==> src/assert_macros.svh <==
// assertion helpers for the collision resolver
`ifndef ASSERT_MACROS_SVH
`define ASSERT_MACROS_SVH
`ifndef ASSERT_OFF
`define ASSERT_SAME_CYCLE(lbl, clk, rst_n, ante, cons, msg) \
    lbl: assert property (@(posedge clk) disable iff (!rst_n) (ante) |-> (cons)) else $error(msg);
`define ASSERT_NEXT_CYCLE(lbl, clk, rst_n, ante, cons, msg) \
    lbl: assert property (@(posedge clk) disable iff (!rst_n) (ante) |=> (cons)) else $error(msg);
`else
`define ASSERT_SAME_CYCLE(lbl, clk, rst_n, ante, cons, msg)
`define ASSERT_NEXT_CYCLE(lbl, clk, rst_n, ante, cons, msg)
`endif
`endif

==> src/cpcr_pkg.sv <==
package cpcr_pkg;

    // field widths
    localparam int COORD_W    = 24;
    localparam int RAD_W      = 16;
    localparam int MASS_W     = 16;
    localparam int SUM_W      = RAD_W + 1;
    localparam int DIFF_W     = COORD_W + 1;
    localparam int SQ_W       = 2 * SUM_W;
    localparam int DSQ_W      = SQ_W + 2;
    localparam int ROOT_W     = DSQ_W / 2;
    localparam int FRAC_CFG_W = 17;
    localparam int CAP_W      = 20;
    localparam int OVL_CFG_W  = 16;
    localparam int FRAC_SHIFT = 16;
    localparam int PRAW_W     = SUM_W + FRAC_CFG_W;
    localparam int PUSH_W     = PRAW_W - FRAC_SHIFT;
    localparam int PW_W       = PUSH_W + MASS_W;
    localparam int NUM_W      = PW_W + SUM_W;
    localparam int DEN_W      = 2 * SUM_W;
    localparam int Q_W        = PUSH_W;
    localparam int SQRT_STAGES = ROOT_W;
    localparam int DIV_STAGES  = Q_W;

    // configuration port
    localparam int CFG_IDX_W  = 3;
    localparam int CFG_DATA_W = CAP_W;

    typedef enum logic [CFG_IDX_W-1:0] {
        REG_FRACTION = 3'd0,
        REG_CAP      = 3'd1,
        REG_SKIP     = 3'd2,
        REG_WAKE     = 3'd3
    } cfg_reg_t;

    localparam logic [FRAC_CFG_W-1:0] FRACTION_RST = 17'd49152;
    localparam logic [CAP_W-1:0]      CAP_RST      = 20'd32768;
    localparam logic [OVL_CFG_W-1:0]  SKIP_RST     = 16'd66;
    localparam logic [OVL_CFG_W-1:0]  WAKE_RST     = 16'd655;

    // squared distance below 0.001^2 counts as coincident centres
    localparam logic [DSQ_W-1:0] NEAR_DSQ_MIN = 36'd4295;

    // data carried alongside the arithmetic
    typedef struct packed {
        logic signed [COORD_W-1:0] ax;
        logic signed [COORD_W-1:0] ay;
        logic signed [COORD_W-1:0] bx;
        logic signed [COORD_W-1:0] by;
        logic                      sx;
        logic                      sy;
        logic [SUM_W-1:0]          mag_x;
        logic [SUM_W-1:0]          mag_y;
        logic [SUM_W-1:0]          rsum;
        logic [SUM_W-1:0]          total;
        logic [MASS_W-1:0]         wa;
        logic [MASS_W-1:0]         wb;
        logic                      a_sl;
        logic                      b_sl;
        logic                      cand;
        logic                      hit;
        logic                      wake;
    } side_t;

    // add a signed move of magnitude q to a coordinate and saturate
    function automatic logic signed [COORD_W-1:0] sat_move(
        input logic signed [COORD_W-1:0] c,
        input logic [Q_W-1:0]            q,
        input logic                      neg
    );
        logic signed [COORD_W:0] mv;
        logic signed [COORD_W:0] sum;
        mv = $signed({{(COORD_W + 1 - Q_W){1'b0}}, q});
        if (neg)
            mv = -mv;
        sum = $signed({c[COORD_W-1], c}) + mv;
        if (sum[COORD_W] != sum[COORD_W-1])
            return sum[COORD_W] ? {1'b1, {(COORD_W-1){1'b0}}} : {1'b0, {(COORD_W-1){1'b1}}};
        return sum[COORD_W-1:0];
    endfunction

endpackage

==> src/cpcr_div.sv <==
module cpcr_div (
    input  logic                          clk,
    input  logic                          en,
    input  logic [cpcr_pkg::NUM_W-1:0]    num,
    input  logic [cpcr_pkg::DEN_W-1:0]    den,
    output logic [cpcr_pkg::Q_W-1:0]      quo
);

    localparam int N  = cpcr_pkg::DIV_STAGES;
    localparam int QW = cpcr_pkg::Q_W;
    localparam int DW = cpcr_pkg::DEN_W;
    localparam int NW = cpcr_pkg::NUM_W;

    logic [DW-1:0] rem_reg [N];
    logic [QW-1:0] low_reg [N];
    logic [QW-1:0] q_reg   [N];
    logic [DW-1:0] den_reg [N];
    logic [DW-1:0] rem_next [N];
    logic [QW-1:0] low_next [N];
    logic [QW-1:0] q_next   [N];
    logic [DW-1:0] rem_src [N];
    logic [QW-1:0] low_src [N];
    logic [QW-1:0] q_src   [N];
    logic [DW-1:0] den_src [N];

    genvar g;
    generate
        for (g = 0; g < N; g++) begin : g_stage
            // quotient fits in QW bits, so the top numerator bits start below den
            if (g == 0) begin : g_first
                assign rem_src[g] = {{(DW - NW + QW){1'b0}}, num[NW-1:QW]};
                assign low_src[g] = num[QW-1:0];
                assign q_src[g]   = '0;
                assign den_src[g] = den;
            end else begin : g_rest
                assign rem_src[g] = rem_reg[g-1];
                assign low_src[g] = low_reg[g-1];
                assign q_src[g]   = q_reg[g-1];
                assign den_src[g] = den_reg[g-1];
            end

            // restoring step: one quotient bit
            always_comb
            begin
                logic [DW:0] r2;
                logic [DW:0] diff;
                logic        ge;
                r2   = {rem_src[g], low_src[g][QW-1]};
                diff = r2 - {1'b0, den_src[g]};
                ge   = (r2 >= {1'b0, den_src[g]});
                rem_next[g] = ge ? diff[DW-1:0] : r2[DW-1:0];
                q_next[g]   = {q_src[g][QW-2:0], ge};
                low_next[g] = {low_src[g][QW-2:0], 1'b0};
            end

            always_ff @(posedge clk)
            begin
                if (en)
                begin
                    rem_reg[g] <= rem_next[g];
                    low_reg[g] <= low_next[g];
                    q_reg[g]   <= q_next[g];
                    den_reg[g] <= den_src[g];
                end
            end
        end
    endgenerate

    assign quo = q_reg[N-1];

endmodule

==> config.mk <==
export PLATFORM = sky130hd
export DESIGN_NAME = cpcr_div
export DESIGN_NICKNAME = d
export VERILOG_FILES = /design/src/assert_macros.svh /design/src/cpcr_pkg.sv /design/src/cpcr_div.sv
export SDC_FILE = /design/constraint.sdc
export NUM_CORES = 2
export LEC_CHECK = 0
export BUFFER_PORTS_ARGS = -buffer_cell sky130_fd_sc_hd__buf_4
export CELL_PAD_IN_SITES_DETAIL_PLACEMENT = 2
export CELL_PAD_IN_SITES_GLOBAL_PLACEMENT = 2
export CORE_ASPECT_RATIO = 0.6
export CORE_UTILIZATION = 44
export CTS_BUF_LIST = sky130_fd_sc_hd__clkbuf_4 sky130_fd_sc_hd__clkbuf_8 sky130_fd_sc_hd__clkbuf_16
export DETAILED_ROUTE_END_ITERATION = 10
export PLACE_DENSITY_LB_ADDON = 0.2
export SLEW_MARGIN = 20
export SYNTH_ARGS = -nofsm -noshare
export SYNTH_HDL_FRONTEND = slang
export SYNTH_SLANG_ARGS = --single-unit
==> constraint.sdc <==
create_clock -name clk -period 4.18 [get_ports clk]
set_input_delay 0.209 -clock clk [delete_from_list [all_inputs] [get_ports clk]]
set_output_delay 0.209 -clock clk [all_outputs]
set_load 0.01 [all_outputs]
# Word level (Yosys, flattened, before mapping)
# Memory sizes are Yosys's and may differ from the RTL's.
# Index checks and enable logic that the tools add are counted.
# totals
ff_bits	0
rom_bits	0
mem_count	4
ram_bits	1854
wordCells	60
latchBits	0
# memory_table
memory	words	width	read_ports	rd_clocked_by_memory_dff	wr	line_no	source
den_reg	18	34	17	0	18	cpcr_div.sv:17	logic [DW-1:0] den_reg [N];
rem_reg	18	34	17	0	18	cpcr_div.sv:14	logic [DW-1:0] rem_reg [N];
q_reg	18	18	18	0	18	cpcr_div.sv:16	logic [QW-1:0] q_reg [N];
low_reg	18	17	17	0	18	cpcr_div.sv:15	logic [QW-1:0] low_reg [N];
# classes
n_div	0
shift	0
n_mul	0
mux	20
bitwise_logic	0
n_reduce_logical	0
n_lt_le_gt_ge	18
n_addsub	18
n_eq_ne	0
# op_table
operator	n
$mux 34	18
$sub 34x34->34	18
$ge 35x34->1	17
$ge 34x34->1	1
$mux 1	2

# Logic depth before layout (Yosys ltp)
# An unclocked memory read counts as a cell.
# logic_depth
word_depth	3
ltp_mapped	16

# Worst setup path before layout
# Ideal clock, no wire load.
# synth_path
kind	reg2reg
startpoint	mem low_reg[4][16] (netlist name)
endpoint	mem rem_reg[5][30] (netlist name), data pin
path_stages_with_launch	16
arrival_ns	3.260
required_time_ns	3.913
setup_slack_ns	0.653
n_path_buf	0
synth_period_minus_slack_ns	3.527
cell_sequence	edfxtp_1 inv_1 ha_1 inv_1 fa_1 a21o_1 a21o_1 a221oi_2 o2bb2ai_1 o41ai_1 o21ai_1 a221oi_1 o21ai_0 a21oi_1 xor2_1 o21ai_0
# synth_rtl
item	line_no
start, declared	cpcr_div.sv:15
end, declared	cpcr_div.sv:14

==> impl_metrics.env <==
export IMPL_hold_path_endpoint="low_reg[0][0]$_DFFE_PP_"
export IMPL_yosysTopAreaCell="edfxtp_1"
export IMPL_overflow=0
export IMPL_status="complete, but fails checks"
export IMPL_tritoncts="yes"
export IMPL_setup_viol=97
export IMPL_nFillCells=18000
export IMPL_worstPathRequired_ns=4.78
export IMPL_criticalPathCategory="reg2reg"
export IMPL_hold_class="in2reg"
export IMPL_hold_viol=0
export IMPL_synth_nets=7988
export IMPL_post_route_cell_area_sq_mm=0.0970
export IMPL_track_usage_pct=32.3
export IMPL_avgViaCountPerCell=6.16
export IMPL_clkTransAtPathRegs_ns=0.08
export IMPL_rrSetupSlack_ns=-0.17
export IMPL_seq_area_sq_mm=0.0444
export IMPL_gp_congestion=0.951
export IMPL_io_buffers=104
export IMPL_vias=65200
export IMPL_cp_slowest_cell="ha_1"
export IMPL_r2r_end="rem_reg[10][12]$_DFFE_PP_"
export IMPL_endpoint_kind="register"
export IMPL_ir_drop_v=0.000357
export IMPL_ant_nets=0
export IMPL_final_max_slew_viol_count=0
export IMPL_cp_slowest_stage_delay_ns=0.52
export IMPL_clock_fmax_mhz=230
export IMPL_htreeDepth=4
export IMPL_area_growth_pct=17.7
export IMPL_final_nets=8707
export IMPL_drt_iter0_drc=7639
export IMPL_path_max_fanout=20
export IMPL_cts_buffer_depth=4
export IMPL_ys_warn_count=0
export IMPL_die_y_um=337
export IMPL_finalCritPeriodShare_pct=104
export IMPL_async_reset_ff_share_pct=0
export IMPL_tightest_slew_ns=1.04
export IMPL_yosysMostFrequentCell="edfxtp_1"
export IMPL_synth_area_per_cell_sq_um=11.3
export IMPL_die_w_um=561
export IMPL_first_global_vias=66600
export IMPL_ys_seq_area_share_pct=53.9
export IMPL_num_rows=122
export IMPL_violations="negative setup slack"
export IMPL_power_density_mw_per_mm2=854
export IMPL_wl_mm=328
export IMPL_reg2reg_from="rem_reg[9][6]$_DFFE_PP_"
export IMPL_synth_edf_count=1480
export IMPL_first_pass_iters=6
export IMPL_start_util_pct=44.5
export IMPL_dieArea_sq_mm=0.189
export IMPL_drive_gt1_share_pct=15.9
export IMPL_insertion_delay_ns=0.85
export IMPL_core_area_sq_mm=0.185
export IMPL_antenna_found_initial=29
export IMPL_max_cap_viol_count=0
export IMPL_hpwlAfterDp_mm=232
export IMPL_min_delay_start="num[0]"
export IMPL_synth_main_ff_cell="edfxtp_1"
export IMPL_netlist_instances=7272
export IMPL_clock_sinks=1480
export IMPL_path_cells="ha_1 -> nand4_1 -> buf_4 -> or3_1 -> o32a_1 -> buf_4 -> a31oi_1 -> o22ai_1 -> buf_4 -> o21ai_0 -> buf_4 -> a211o_2 -> buf_12 -> buf_4 -> nor2_1 -> a21oi_1"
export IMPL_r2r_cells=16
export IMPL_clock_skew_ns=0.0609
export IMPL_cp_arrival_ns=4.95
export IMPL_synthesis_area_sq_mm=0.0824
export IMPL_wl_per_cell_um=31.0
export IMPL_fin_crit_ns=4.35
export IMPL_ys_ff_latch=1480
export IMPL_synth_commonest_cells="1,480 x edfxtp_1, 766 x inv_1, 725 x a21oi_1, 612 x ha_1, 480 x nor2_1"
export IMPL_start_kind="register"
export IMPL_grt_max_degree=161
export IMPL_cts_buffers=161
export IMPL_finalCoreUtilization_pct=52.4
export IMPL_dpl_cell_area_sq_mm=0.0897
export IMPL_stdcell_count=10600
export IMPL_ios=105
export IMPL_crit_top_cell="buf_4"
export IMPL_remaining_drc_errors=0
export IMPL_leakage_nw=40.0
export IMPL_synth_area_leaders="edfxtp_1 54%, ha_1 9.3%, a21oi_1 4.4%, inv_1 3.5%, xnor2_1 3.4%"
export IMPL_min_path_cells=2
export IMPL_multi_input_area_sq_mm=0.0354
export IMPL_synth_top_area_share_pct=53.9
export IMPL_synth_distinct_cells=97
export IMPL_cts_root_buffer="clkbuf_16"
export IMPL_grt_pass1_wl_mm=455
export IMPL_placedCellCount=10200
export IMPL_max_slew_margin_pct=30.6
export IMPL_hold_ws_ns=0.0886
export IMPL_final_setup_worst_slack_ns=-0.167
export IMPL_setup_tns_ns=-5.95
## logic make-up (layout without fill, tap and decap cells)
family,Yosys count,count (layout),synth area share (%)
other cells,0,9,0
buf+inv,932,1764,4.43
flops,1480,1480,53.9
simple gates,1549,1549,8.87
xor+xnor,497,497,5.28
compound gates,1981,1981,14.9
fa+ha+maj,629,629,9.71
mux,204,204,2.83
## per-layer routing
metal	track usage [%]	part of all wire, %	wire length (um)	vias up
li1	-	-	-	28100
met1	51.3	49	159000	33900
met2	41.8	39	127000	2825
met3	11.1	11	36500	408
met4	4.91	1.5	5060	16
met5	0	0.035	115	-
## where the power goes
group	total [W]	internal (W)	switching [W]	leakage, nW
registers	0.0246	0.0218	0.00279	14.4
logic	0.0438	0.0173	0.0265	23.2
clock network	0.0144	0.00778	0.00661	2.44
## what timing repair did
action / 4_1_cts / 5_1_grt
gates cloned: 0 / 4
pin swaps: 17 / 60
resized for setup: 63 / 154
hold endpoints to repair: 142 / 0
hold buffers: 86 / 0
setup endpoints to repair: 252 / 392
setup buffers: 10 / 32
## worst max path at each step
stage,from,to,cells past startpoint
floorplan,low_reg[4][16]$_DFFE_PP_,rem_reg[5][30]$_DFFE_PP_,15
global placement,low_reg[15][16]$_DFFE_PP_,rem_reg[16][30]$_DFFE_PP_,16
detailed placement,low_reg[4][16]$_DFFE_PP_,rem_reg[5][30]$_DFFE_PP_,18
CTS,low_reg[4][16]$_DFFE_PP_,rem_reg[5][30]$_DFFE_PP_,18
global route,rem_reg[10][5]$_DFFE_PP_,rem_reg[11][29]$_DFFE_PP_,14
finish,rem_reg[9][6]$_DFFE_PP_,rem_reg[10][12]$_DFFE_PP_,16
## cell type report
type	instances	area share, %
Clock buffer	195	4.49
Tap cell	2480	3.20
Multi-Input combinational cell	4860	36.5
Sequential cell	1480	45.8
Clock inverter	81	0.561
Inverter	766	2.97
Antenna cell	9	0.0232
Timing Repair Buffer	722	6.44
## per-stage QoR
stage	setup WS, ns	total power, W
6_report	-0.167	0.0828
5_1_grt	-0.193	0.0858
4_1_cts	-0.0929	0.0794
3_5_place_dp	-0.378	0.0638
3_3_place_gp	-0.178	0.0608
2_1_floorplan	0.653	0.0473
## critical path: cells and delay by family (launching register included)
kind | cells | cell delay [ns]
simple gates | 3 | 0.56
buf+inv | 6 | 1.11
compound gates | 6 | 1.35
fa+ha+maj | 1 | 0.52
flops | 1 | 0.49
## placed cells by master, fill, tap and decap left out, drive strengths merged, types with 314 or more instances in the layout
cell type,synthesis,layout
nor2,480,480
buf,59,631
inv,766,769
nand2,443,443
a21o,314,314
ha,612,612
a21oi,726,726
edfxtp,1480,1480
xnor2,320,320
o21ai,435,435
Note: power is estimated with default switching activity, not from simulation.
