$ cat src/assert_macros.svh
// assertion helpers for the collision resolver
`ifndef ASSERT_MACROS_SVH
`define ASSERT_MACROS_SVH
`ifndef ASSERT_OFF
`define ASSERT_SAME_CYCLE(lbl, clk, rst_n, ante, cons, msg) \
    lbl: assert property (@(posedge clk) disable iff (!rst_n) (ante) |-> (cons)) else $error(msg);
`define ASSERT_NEXT_CYCLE(lbl, clk, rst_n, ante, cons, msg) \
    lbl: assert property (@(posedge clk) disable iff (!rst_n) (ante) |=> (cons)) else $error(msg);
`else
`define ASSERT_SAME_CYCLE(lbl, clk, rst_n, ante, cons, msg)
`define ASSERT_NEXT_CYCLE(lbl, clk, rst_n, ante, cons, msg)
`endif
`endif

$ cat src/cpcr_pkg.sv
package cpcr_pkg;

    // field widths
    localparam int COORD_W    = 24;
    localparam int RAD_W      = 16;
    localparam int MASS_W     = 16;
    localparam int SUM_W      = RAD_W + 1;
    localparam int DIFF_W     = COORD_W + 1;
    localparam int SQ_W       = 2 * SUM_W;
    localparam int DSQ_W      = SQ_W + 2;
    localparam int ROOT_W     = DSQ_W / 2;
    localparam int FRAC_CFG_W = 17;
    localparam int CAP_W      = 20;
    localparam int OVL_CFG_W  = 16;
    localparam int FRAC_SHIFT = 16;
    localparam int PRAW_W     = SUM_W + FRAC_CFG_W;
    localparam int PUSH_W     = PRAW_W - FRAC_SHIFT;
    localparam int PW_W       = PUSH_W + MASS_W;
    localparam int NUM_W      = PW_W + SUM_W;
    localparam int DEN_W      = 2 * SUM_W;
    localparam int Q_W        = PUSH_W;
    localparam int SQRT_STAGES = ROOT_W;
    localparam int DIV_STAGES  = Q_W;

    // configuration port
    localparam int CFG_IDX_W  = 3;
    localparam int CFG_DATA_W = CAP_W;

    typedef enum logic [CFG_IDX_W-1:0] {
        REG_FRACTION = 3'd0,
        REG_CAP      = 3'd1,
        REG_SKIP     = 3'd2,
        REG_WAKE     = 3'd3
    } cfg_reg_t;

    localparam logic [FRAC_CFG_W-1:0] FRACTION_RST = 17'd49152;
    localparam logic [CAP_W-1:0]      CAP_RST      = 20'd32768;
    localparam logic [OVL_CFG_W-1:0]  SKIP_RST     = 16'd66;
    localparam logic [OVL_CFG_W-1:0]  WAKE_RST     = 16'd655;

    // squared distance below 0.001^2 counts as coincident centres
    localparam logic [DSQ_W-1:0] NEAR_DSQ_MIN = 36'd4295;

    // data carried alongside the arithmetic
    typedef struct packed {
        logic signed [COORD_W-1:0] ax;
        logic signed [COORD_W-1:0] ay;
        logic signed [COORD_W-1:0] bx;
        logic signed [COORD_W-1:0] by;
        logic                      sx;
        logic                      sy;
        logic [SUM_W-1:0]          mag_x;
        logic [SUM_W-1:0]          mag_y;
        logic [SUM_W-1:0]          rsum;
        logic [SUM_W-1:0]          total;
        logic [MASS_W-1:0]         wa;
        logic [MASS_W-1:0]         wb;
        logic                      a_sl;
        logic                      b_sl;
        logic                      cand;
        logic                      hit;
        logic                      wake;
    } side_t;

    // add a signed move of magnitude q to a coordinate and saturate
    function automatic logic signed [COORD_W-1:0] sat_move(
        input logic signed [COORD_W-1:0] c,
        input logic [Q_W-1:0]            q,
        input logic                      neg
    );
        logic signed [COORD_W:0] mv;
        logic signed [COORD_W:0] sum;
        mv = $signed({{(COORD_W + 1 - Q_W){1'b0}}, q});
        if (neg)
            mv = -mv;
        sum = $signed({c[COORD_W-1], c}) + mv;
        if (sum[COORD_W] != sum[COORD_W-1])
            return sum[COORD_W] ? {1'b1, {(COORD_W-1){1'b0}}} : {1'b0, {(COORD_W-1){1'b1}}};
        return sum[COORD_W-1:0];
    endfunction

endpackage

$ cat src/cpcr_isqrt.sv
module cpcr_isqrt (
    input  logic                          clk,
    input  logic                          en,
    input  logic [cpcr_pkg::DSQ_W-1:0]    radicand,
    output logic [cpcr_pkg::ROOT_W-1:0]   root
);

    localparam int N     = cpcr_pkg::SQRT_STAGES;
    localparam int DW    = cpcr_pkg::DSQ_W;
    localparam int RW    = cpcr_pkg::ROOT_W;
    localparam int REM_W = RW + 2;

    logic [REM_W-1:0] rem_reg  [N];
    logic [RW-1:0]    root_reg [N];
    logic [DW-1:0]    rad_reg  [N];
    logic [REM_W-1:0] rem_next  [N];
    logic [RW-1:0]    root_next [N];
    logic [DW-1:0]    rad_next  [N];
    logic [REM_W-1:0] rem_src  [N];
    logic [RW-1:0]    root_src [N];
    logic [DW-1:0]    rad_src  [N];

    genvar g;
    generate
        for (g = 0; g < N; g++) begin : g_stage
            // stage sources
            if (g == 0) begin : g_first
                assign rem_src[g]  = '0;
                assign root_src[g] = '0;
                assign rad_src[g]  = radicand;
            end else begin : g_rest
                assign rem_src[g]  = rem_reg[g-1];
                assign root_src[g] = root_reg[g-1];
                assign rad_src[g]  = rad_reg[g-1];
            end

            // one root bit per stage from the next two radicand bits
            always_comb
            begin
                logic [REM_W+1:0] rem2;
                logic [REM_W+1:0] trial;
                logic [REM_W+1:0] diff;
                rem2  = {rem_src[g], rad_src[g][DW-1 -: 2]};
                trial = {2'b00, root_src[g], 2'b01};
                diff  = rem2 - trial;
                if (rem2 >= trial)
                begin
                    rem_next[g]  = diff[REM_W-1:0];
                    root_next[g] = {root_src[g][RW-2:0], 1'b1};
                end
                else
                begin
                    rem_next[g]  = rem2[REM_W-1:0];
                    root_next[g] = {root_src[g][RW-2:0], 1'b0};
                end
                rad_next[g] = {rad_src[g][DW-3:0], 2'b00};
            end

            always_ff @(posedge clk)
            begin
                if (en)
                begin
                    rem_reg[g]  <= rem_next[g];
                    root_reg[g] <= root_next[g];
                    rad_reg[g]  <= rad_next[g];
                end
            end
        end
    endgenerate

    assign root = root_reg[N-1];

endmodule

$ cat config.mk
export PLATFORM = sky130hd
export DESIGN_NAME = cpcr_isqrt
export DESIGN_NICKNAME = d
export VERILOG_FILES = /design/src/assert_macros.svh /design/src/cpcr_pkg.sv /design/src/cpcr_isqrt.sv
export SDC_FILE = /design/constraint.sdc
export NUM_CORES = 1
export LEC_CHECK = 0
export BUFFER_PORTS_ARGS = -buffer_cell sky130_fd_sc_hd__buf_4
export CAP_MARGIN = 25
export CORE_ASPECT_RATIO = 1.75
export CORE_UTILIZATION = 35
export CTS_CLUSTER_SIZE = 14
export DETAILED_ROUTE_END_ITERATION = 10
export PLACE_DENSITY_LB_ADDON = 0.1
export SETUP_SLACK_MARGIN = 0.2
export SYNTH_ARGS = -nofsm -noshare
export SYNTH_HDL_FRONTEND = slang
export SYNTH_SLANG_ARGS = --single-unit
$ cat constraint.sdc
create_clock -name clk -period 5.84 [get_ports clk]
set_clock_uncertainty 0.2 [all_clocks]
set_input_delay 0.292 -clock clk [delete_from_list [all_inputs] [get_ports clk]]
set_output_delay 0.292 -clock clk [all_outputs]
set_load 0.01 [all_outputs]
### Word level (Yosys, flattened, before mapping)

Memories as Yosys holds them, arrays and structs flattened.
Cells that the tools add are included.

| word-level totals | value |
|---|---|
| register bits after elaboration | 0 |
| latch bits | 0 |
| bits in writable memories | 1296 |
| ROM bits | 0 |
| input bits | 38 |
| output and inout bits | 18 |
| logic and storage cells | 77 |
| memories | 3 |

Memories:

| name | depth | bits a word | rd ports | clocked after Yosys merged registers in | write ports | line | RTL |
|---|---|---|---|---|---|---|---|
| rad_reg | 18 | 34 | 17 | 0 | 18 | cpcr_isqrt.sv:15 | `logic [DW-1:0] rad_reg [N];` |
| rem_reg | 18 | 20 | 17 | 0 | 18 | cpcr_isqrt.sv:13 | `logic [REM_W-1:0] rem_reg [N];` |
| root_reg | 18 | 18 | 18 | 0 | 18 | cpcr_isqrt.sv:14 | `logic [RW-1:0] root_reg [N];` |

| operators by class | value |
|---|---|
| $add $sub $neg | 18 |
| multipliers | 0 |
| div/mod/pow operators | 0 |
| $lt $le $gt $ge | 18 |
| equality and inequality tests | 0 |
| shift operators | 0 |
| multiplexer cells | 38 |
| bitwise logic cells | 0 |
| reduce and logical (&&, ||, !) cells | 0 |

Operator list:

| kind | count |
|---|---|
| >= comparator 22 x 20 -> 1 bit | 17 |
| 2-to-1 mux 20 bit | 18 |
| subtractor 20 bit | 17 |
| 2-to-1 mux 1 bit | 20 |
| subtractor 2 x 1 -> 3 bit, second input constant | 1 |
| >= comparator 2 x 1 -> 1 bit, second input constant | 1 |

### Depth between registers and ports, before layout

Gate-level depths: netlist of the first run.
An unclocked memory read counts as a cell.

| depth | value |
|---|---|
| depth in word-level cells | 3 |
| mapped depth | 12 |
| gate-level depth less buffers | 11 |

### Worst setup path after synthesis of the first run

No wires, ideal clock.

| timing | value |
|---|---|
| path kind | register -> register |
| start point | memory rem_reg[11][5] (netlist name) |
| end point | memory rem_reg[12][9] (netlist name), data pin |
| library setup time | 0.260 ns |
| data arrival time | 2.583 ns |
| data required time | 5.380 ns |
| setup slack | 2.797 ns |
| stages on the path, launching flop included | 10 |
| path buffers | 2 |
| clock period less this slack | 3.043 ns |
| cells stage by stage | edfxtp_1 > ha_1 > clkbuf_1 > nand3_1 > or2_2 > o211ai_1 > nor2_1 > a21oi_1 > clkbuf_1 > mux2_2 |

RTL lines:

| item | line |
|---|---|
| from (decl) | cpcr_isqrt.sv:13 |

==> summary.txt, run 1 <==
Outcome
  – Status: finished, final reports clean

Detailed routing
  – Final ANT Viol Nets: 0
  – 1st-iter DRT viols: 1078
  – Vias per cell: approximately 5.1
  – Remaining DRCs: 0
  – Drt pass-1 iters: 5
  – Total wire length: roughly 82000 um
  – Routed via count: approximately 22000
  – Routed wire length per instance: about 19 um

Die
  – Die width: ~250 um
  – Core area: about 0.10 mm2
  – Io pins: 56
  – Die ar.: 0.1071 mm2
  – Std cell rows: between 150 and 200
  – Height of the die: about 430 um
  – Starting Density: between 30% and 40%

Yosys
  – Ys async rst share: 0%
  – Distinct cell type count after synthesis: between 70 and 80
  – Largest area contributor in the netlist: edfxtp_1
  – Syn_nets: 3059
  – Number of synthesized flops with an enable pin: approximately 790
  – YS warnings: 0
  – Syn Inst Count: approximately 2800
  – Syn avg cell area: 13.08 um2
  – Count leader, synth: edfxtp_1
  – Synth Flop Type: edfxtp_1
  – Synth top area cells: edfxtp_1 (64%), ha_1 (6.4%), xnor2_1 (3.1%), a21oi_1 (2.6%), xor2_1 (2.4%)
  – Synth top area share: between 60% and 70%
  – Top post-synthesis cells by count: edfxtp_1 (794), inv_1 (219), nor2_1 (197)
  – Register area share after synthesis: between 60% and 70%
  – Seq cells post-synth: roughly 790
  – Mapped cell area: between 0.03 and 0.04 mm2

Power and ir drop
  – Leakage power: 0.01594 uW
  – Peak supply drop: 246.9 uV
  – Pwr/cell area: roughly 360 mW/mm2
  – Final Total Pwr: between 15000 and 20000 uW

Layout
  – Largest register FFs: between 300 and 400
  – Fillers: 9732
  – Post-layout util: between 40% and 50%
  – Reg area: roughly 0.024 mm2
  – Final instance area: ~0.042 mm2
  – P&R area growth vs syn: 14.05%
  – Layout cells sized above 1: roughly 8.6%
  – Antenna diodes: 0
  – Multi-input gate area: roughly 0.012 mm2
  – # nets final: between 3000 and 4000

CTS
  – Htree depth: 3
  – Clk buf depth: 3
  – Total CTS buffers: 80
  – Clock Root Buffer: clkbuf_16
  – Reg clk slew, reported paths: ~0.060 ns
  – Clk sinks: approximately 800
  – Clock latency on the worst-skew pair: between 0.6 and 0.7 ns
  – CTS tree: built

Placement
  – Dpl cell area: 0.03917 mm2
  – Port Buffers: between 50 and 60
  – Gp weighted congestion: 0.9348
  – HPWL after detailed placement: around 60000 um

Timing
  – Endpoints failing setup: 0
  – Highest Clock Rate: about 270 MHz
  – Min Hold Slack: about 0.14 ns
  – Slew @ Worst Pin: 1.043 ns
  – Worst slew margin: 30.49%
  – RSZ-0062 raised after global routing: false
  – Final period utilization: 64.27%
  – Fin Setup TNS: 0 ns
  – Max-slew violation count: 0
  – Final Hold Fails: 0
  – Crit path time final: 3.754 ns

Worst setup path
  – CP Max Fanout: 13
  – Crit path launch type: flip-flop
  – R2r setup slk: between 2 and 2.5 ns
  – Worst r2r dst: rem_reg[6][1]
  – Critical path capture point type: flip-flop
  – Reg-to-reg startpoint: root_reg[5][0]
  – Setup CP Type: reg2reg
  – Critical Path AT: approximately 4.0 ns
  – WP data required: roughly 6.1 ns
  – Reg2reg path depth: 9

Global routing
  – Grt ovf: 0
  – Total track usage: around 15%
  – Vias in the first global route: approximately 23000
  – First-pass GRT wire length: ~120000 um
  – Initial antenna violation count: 0
  – Largest net degree at the start of global routing: 158

Flow run
  – Max_cap viols: 0

Worst hold path
  – HP Class: in2reg
  – Min-Delay Startpoint: radicand[7]
  – Hold Path Stages: 2
  – Hold endpoint: rad_reg[0][7]
[per-stage QoR]
step	worst slack, ns	instances
2_1_floorplan	2.797	2831
3_3_place_gp	2.189	4206
3_5_place_dp	2.118	4207
4_1_cts	2.077	4390
5_1_grt	1.871	4391
6_report	2.086	4391
[layer usage]
metal / vias up / wire [um] / share of wire [%] / GRT usage, %
li1: 10806 / - / - / -
met1: 10771 / 25710 / 32 / 12.61
met2: 392 / 48990 / 60 / 32.12
met3: 218 / 2190 / 2.7 / 2.172
met4: 0 / 4648 / 5.7 / 9.605
met5: - / 0 / 0 / 0
[timing repair]
| item | CTS | global route |
|---|---|---|
| endpoints found under the hold margin | 123 | 0 |
| hold buffers | 38 | 0 |
| buffers inserted | 0 | 0 |
| gates resized for setup | 0 | 0 |
[final cells by class]
cell class / instances / area share, %
Clock buffer: 94 / 5.016
Clock inverter: 51 / 1.316
Inverter: 222 / 1.976
Multi-Input combinational cell: 1766 / 28.84
Sequential cell: 794 / 56.46
Tap cell: 1351 / 4.003
Timing Repair Buffer: 113 / 2.391
[worst max-delay path: stages, from the launching register on]
cell and delay (ns):
edfxtp_1 0.42, inv_1 0.06, ha_1 0.35, nor2b_1 0.15, o21ai_0 0.18, nand2b_1 0.16, a221oi_1 0.76, and3_1 0.66
inv_2 0.26, a21oi_1 0.34
[kinds of logic (layout without fill, tap and decap cells)]
kind of cell / count (synthesis) / count (layout) / share of synthesized area, %
buffers and inverters: 271 / 480 / 2.822
XOR/XNOR: 234 / 234 / 5.535
other: 1 / 1 / 0.01013
AND/OR/NAND/NOR: 724 / 724 / 9.806
adder cells (fa/ha/maj): 190 / 190 / 6.420
multiplexers: 44 / 44 / 1.287
flip-flops: 794 / 794 / 64.39
AO/OA/AOI/OAI: 573 / 573 / 9.725
[layout by cell type, fill, tap and decap left out, drive strengths merged, types with 94 or more instances in the layout]
| master | n |
|---|---|
| a21oi | 191 |
| clkbuf | 94 |
| edfxtp | 794 |
| ha | 190 |
| inv | 223 |
| nand2 | 155 |
| nor2 | 197 |
| o21ai | 129 |
| xnor2 | 132 |
| xor2 | 102 |
[how the worst max path moves through the flow]
| stage | slack, ns | cells past startpoint | startpoint | end |
|---|---|---|---|---|
| final | 2.09 | 9 | root_reg[5][0] | rem_reg[6][1] |
| after global routing | 1.87 | 10 | root_reg[5][0] | rem_reg[6][8] |
| after CTS | 2.08 | 9 | root_reg[5][0] | rem_reg[6][1] |
| after detailed placement | 2.12 | 9 | root_reg[5][0] | rem_reg[6][1] |
| after global placement | 2.19 | 10 | root_reg[15][5] | rem_reg[16][9] |
| after floorplan | 2.80 | 9 | rem_reg[11][5] | rem_reg[12][9] |
[report_power, final]
part / internal [uW] / switching [uW] / leakage, uW
sequential: 7060 / 382 / 0.00760
combinational: 1020 / 1400 / 0.00704
clock: 3050 / 2230 / 0.00130
total: 11100 / 4020 / 0.0159
(Power assumes the default switching activity.)
==> run 2: changes to the inputs <==
--- a/config.mk
+++ b/config.mk
@@ -5,6 +5,7 @@
 export SDC_FILE = /design/constraint.sdc
 export NUM_CORES = 1
 export LEC_CHECK = 0
+export ABC_AREA = 1
 export BUFFER_PORTS_ARGS = -buffer_cell sky130_fd_sc_hd__buf_4
 export CAP_MARGIN = 25
 export CORE_ASPECT_RATIO = 1.75
==> constraint.sdc (replaced) <==
create_clock -name clk -period 3.4 [get_ports clk]
set_clock_uncertainty 0.2 [all_clocks]
set_input_delay 0.17 -clock clk [delete_from_list [all_inputs] [get_ports clk]]
set_output_delay 0.17 -clock clk [all_outputs]
set_load 0.01 [all_outputs]
==> run 2 against run 1 <==
Effect of this change:
- synthesized cell count increased by 55%
- die area is 12% higher
- largest power group unchanged
- clock-buffer cell count increased by 1
- worst setup slack lost 1.6 ns
- highest routed layer unchanged
- sequential power up 72%
- design area up 12%
- power is 80% higher
- first-iteration DRC count increased by 22%
- sequential share of layout area fell by 6.2 points
==> summary.txt, run 2 <==
Outcome
  – Status: finished, final reports clean (unchanged)

Detailed routing
  – Metal2 WL: 68260 um (was 48990 um)
  – Final ANT Viol Nets: 0 (unchanged)
  – WL met3: 2361 um (was 2190 um)
  – Remaining DRCs: 0 (unchanged)
  – Vias per cell: 4.705 (was 5.053)
  – Top routing layer in use: met4 (unchanged)
  – 1st-iter DRT viols: 1317 (was 1078)
  – Routed wire length per instance: 18.60 um (was 18.57 um)
  – Met1 Wirelength: 36500 um (was 25710 um)
  – Total wire length: 114700 um (was 81540 um)
  – Drt pass-1 iters: 5 (unchanged)
  – Routed via count: 29008 (was 22187)

Yosys
  – Synth Area in Compound Gates: 5.095% (was 9.725%)
  – Synth top area cells: edfxtp_1 (57%), nand2_1 (12%), inv_1 (6.2%), ha_1 (5.7%), nor2_1 (3.2%) (was edfxtp_1 (64%), ha_1 (6.4%), xnor2_1 (3.1%), a21oi_1 (2.6%), xor2_1 (2.4%))
  – Synth Flop Type: edfxtp_1 (unchanged)
  – Main combinational cell family by area after synthesis: simple AND/OR/NAND/NOR gates (unchanged)
  – Synth top area share: 57.28% (was 64.39%)
  – Syn_nets: 4602 (was 3059)
  – Post-synthesis xor/xnor area fraction: 3.177% (was 5.535%)
  – Area share of fa/ha/maj cells after synthesis: 5.711% (was 6.420%)
  – Ys async rst share: 0% (unchanged)
  – Register area share after synthesis: 57.28% (was 64.39%)
  – Distinct cell type count after synthesis: 51 (was 74)
  – Number of synthesized flops with an enable pin: 794 (unchanged)
  – Syn Inst Count: 4374 (was 2831)
  – Top post-synthesis cells by count: nand2_1 (1328), edfxtp_1 (794), inv_1 (686) (was edfxtp_1 (794), inv_1 (219), nor2_1 (197))
  – Post-Synth Simple-Gate Area: 21.60% (was 9.806%)
  – Seq cells post-synth: 794 (unchanged)
  – Post-synthesis mux area share: 0% (was 1.287%)
  – Largest area contributor in the netlist: edfxtp_1 (unchanged)
  – Mapped cell area: 0.04163 mm2 (was 0.03703 mm2)
  – Syn avg cell area: 9.517 um2 (was 13.08 um2)
  – Count leader, synth: nand2_1 (was edfxtp_1)
  – YS warnings: 0 (unchanged)

Placement
  – Worst slack, placed: 0.5641 ns (was 2.118 ns)
  – DP Cell Count: 5953 (was 4207)
  – HPWL after detailed placement: 89650 um (was 60000 um)
  – Port Buffers: 55 (unchanged)
  – Gp weighted congestion: 0.8934 (was 0.9348)

Worst hold path
  – Hold Path Stages: 2 (unchanged)
  – HP Class: in2reg (unchanged)
  – Hold endpoint: rad_reg[0][19] (was rad_reg[0][7])
  – Min-Delay Startpoint: radicand[19] (was radicand[7])

Worst setup path
  – Reg2reg path depth: 9 (unchanged)
  – Crit path launch type: flip-flop (unchanged)
  – WP data required: 3.62 ns (was 6.10 ns)
  – Cell Chain, Critical Path: inv_1 > ha_1 > a21oi_1 > nand2_1 > o21ai_1 > nand3_1 > inv_2 > buf_12 > o21ai_0 (was inv_1 > ha_1 > nor2b_1 > o21ai_0 > nand2b_1 > a221oi_1 > and3_1 > inv_2 > a21oi_1)
  – Critical Path AT: 3.11 ns (was 4.01 ns)
  – Reg-to-reg startpoint: root_reg[9][3] (was root_reg[5][0])
  – Worst r2r dst: rem_reg[10][8] (was rem_reg[6][1])
  – R2r setup slk: 0.51 ns (was 2.09 ns)
  – Max incr delay on CP: 0.37 ns (was 0.76 ns)
  – Setup CP Type: reg2reg (unchanged)
  – Critical path capture point type: flip-flop (unchanged)
  – CP Max Fanout: 21 (was 13)
  – Slowest CP cell: nand3_1 (was a221oi_1)

Global routing
  – Grt ovf: 0 (unchanged)
  – Vias in the first global route: 30474 (was 23454)
  – Largest net degree at the start of global routing: 126 (was 158)
  – Total track usage: 19.24% (was 15.31%)
  – First-pass GRT wire length: 173500 um (was 124700 um)
  – Initial antenna violation count: 7 (was 0)

Die
  – Std cell rows: 167 (was 157)
  – Starting Density: 35.26% (was 35.36%)
  – Die width: 262.7 um (was 247.9 um)
  – Io pins: 56 (unchanged)
  – Height of the die: 458.2 um (was 432.3 um)
  – Core area: 0.1181 mm2 (was 0.1047 mm2)
  – Die ar.: 0.1204 mm2 (was 0.1071 mm2)

CTS
  – Resized cells post-CTS: 0 (unchanged)
  – Clock latency on the worst-skew pair: 0.68 ns (was 0.67 ns)
  – CTS tree: built (unchanged)
  – Reg clk slew, reported paths: 0.06 ns (about the same)
  – Clk sinks: 794 (unchanged)
  – Clock Root Buffer: clkbuf_16 (unchanged)
  – Htree depth: 3 (unchanged)
  – Total CTS buffers: 83 (was 80)
  – Clk buf depth: 3 (unchanged)

Power and ir drop
  – Peak supply drop: 383.8 uV (was 246.9 uV)
  – Pwr/cell area: 574.4 mW/mm2 (was 358.7 mW/mm2)
  – Leakage power: 0.02066 uW (was 0.01594 uW)
  – Final Total Pwr: 27240 uW (was 15150 uW)

Timing
  – Final Hold Fails: 0 (unchanged)
  – Slew @ Worst Pin: 0.7082 ns (was 1.043 ns)
  – Endpoints failing setup: 0 (unchanged)
  – Max-slew violation count: 0 (unchanged)
  – RSZ-0062 raised after global routing: false (unchanged)
  – Final period utilization: 85.04% (was 64.27%)
  – Highest Clock Rate: 345.9 MHz (was 266.4 MHz)
  – Crit path time final: 2.891 ns (was 3.754 ns)
  – Setup ws final: 0.5086 ns (was 2.086 ns)
  – Fin Setup TNS: 0 ns (unchanged)
  – Worst slew margin: 52.79% (was 30.49%)

Layout
  – Finished Layout Cells: 6165 (was 4391)
  – Largest register FFs: 317 (unchanged)
  – Post-layout util: 40.17% (was 40.33%)
  – Layout cells sized above 1: 7.671% (was 8.553%)
  – Multi-input gate area: 0.01481 mm2 (was 0.01218 mm2)
  – Most frequent cells in the layout: nand2_1 (1328), edfxtp_1 (794), inv_1 (686) (was edfxtp_1 (794), inv_1 (219), nor2_1 (197))
  – # nets final: 4804 (was 3205)
  – P&R area growth vs syn: 13.93% (was 14.05%)
  – Reg area: 0.02384 mm2 (unchanged)
  – Commonest non-fill, non-tap cell in the layout: nand2_1 (was edfxtp_1)
  – Fillers: 11625 (was 9732)

Flow run
  – Max_cap viols: 0 (unchanged)
[run 2: power by group]
| part | internal [uW] | switching [uW] |
|---|---|---|
| sequential | 12000 | 727 |
| combinational | 1760 | 3350 |
| clock | 5400 | 3970 |
[run 2: layer usage]
layer,vias to the layer above,track usage (%)
li1,14779,-
met1,13452,16.24
met2,478,40.81
met3,299,1.781
met4,0,12.98
met5,-,0
[run 2: cell families after synthesis]
group	Yosys count
adders and majority gates	190
other	1
xor gates and xnor gates	151
buffers and inverters	740
DFF	794
and+or+nand+nor	2130
AOI/OAI and AO/OA	368
[run 2: layout make-up]
cell class	count	share of cell area [%]
flip-flops and latches	794	50.27
well taps	1521	4.013
diodes	3	0.01583
repair buffers	153	3.118
clock inverters	55	1.200
multi-input cells	2840	31.24
clock buffers	95	4.564
inverters	704	5.582
[run 2: worst max-delay path by stage]
stage               slack (ns)  cells after the start               to              from
floorplan                 1.23                      9    rem_reg[1][3]     rem_reg[0][0]
global placement          0.56                     11   rem_reg[12][7]  root_reg[11][10]
detailed placement        0.56                      9   rem_reg[10][8]    root_reg[9][3]
CTS                       0.54                      9   rem_reg[10][8]    root_reg[9][3]
global route              0.40                     13  rem_reg[16][10]   root_reg[15][7]
finish                    0.51                      9   rem_reg[10][8]    root_reg[9][3]
[run 2: worst max-delay path, delay by kind of cell, from the launching register on]
kind,cells,cell delay [ns]
AND/OR/NAND/NOR,2,0.55
buffers and inverters,3,0.42
flip-flops,1,0.36
AO/OA/AOI/OAI,3,0.73
adder cells (fa/ha/maj),1,0.35
[run 2: timing repair]
item                                   CTS  global route
hold buffers                            59             0
endpoints found under the hold margin  393             0
buffers inserted                         0             0
setup endpoints to repair                0             0
[run 2: stage by stage]
step	hold slack [ns]	area, um2
2_1_floorplan	0.06887	41630
3_3_place_gp	0.1487	44100
3_5_place_dp	0.1498	44100
4_1_cts	0.02647	47420
5_1_grt	0.04874	47430
6_report	0.06069	47430
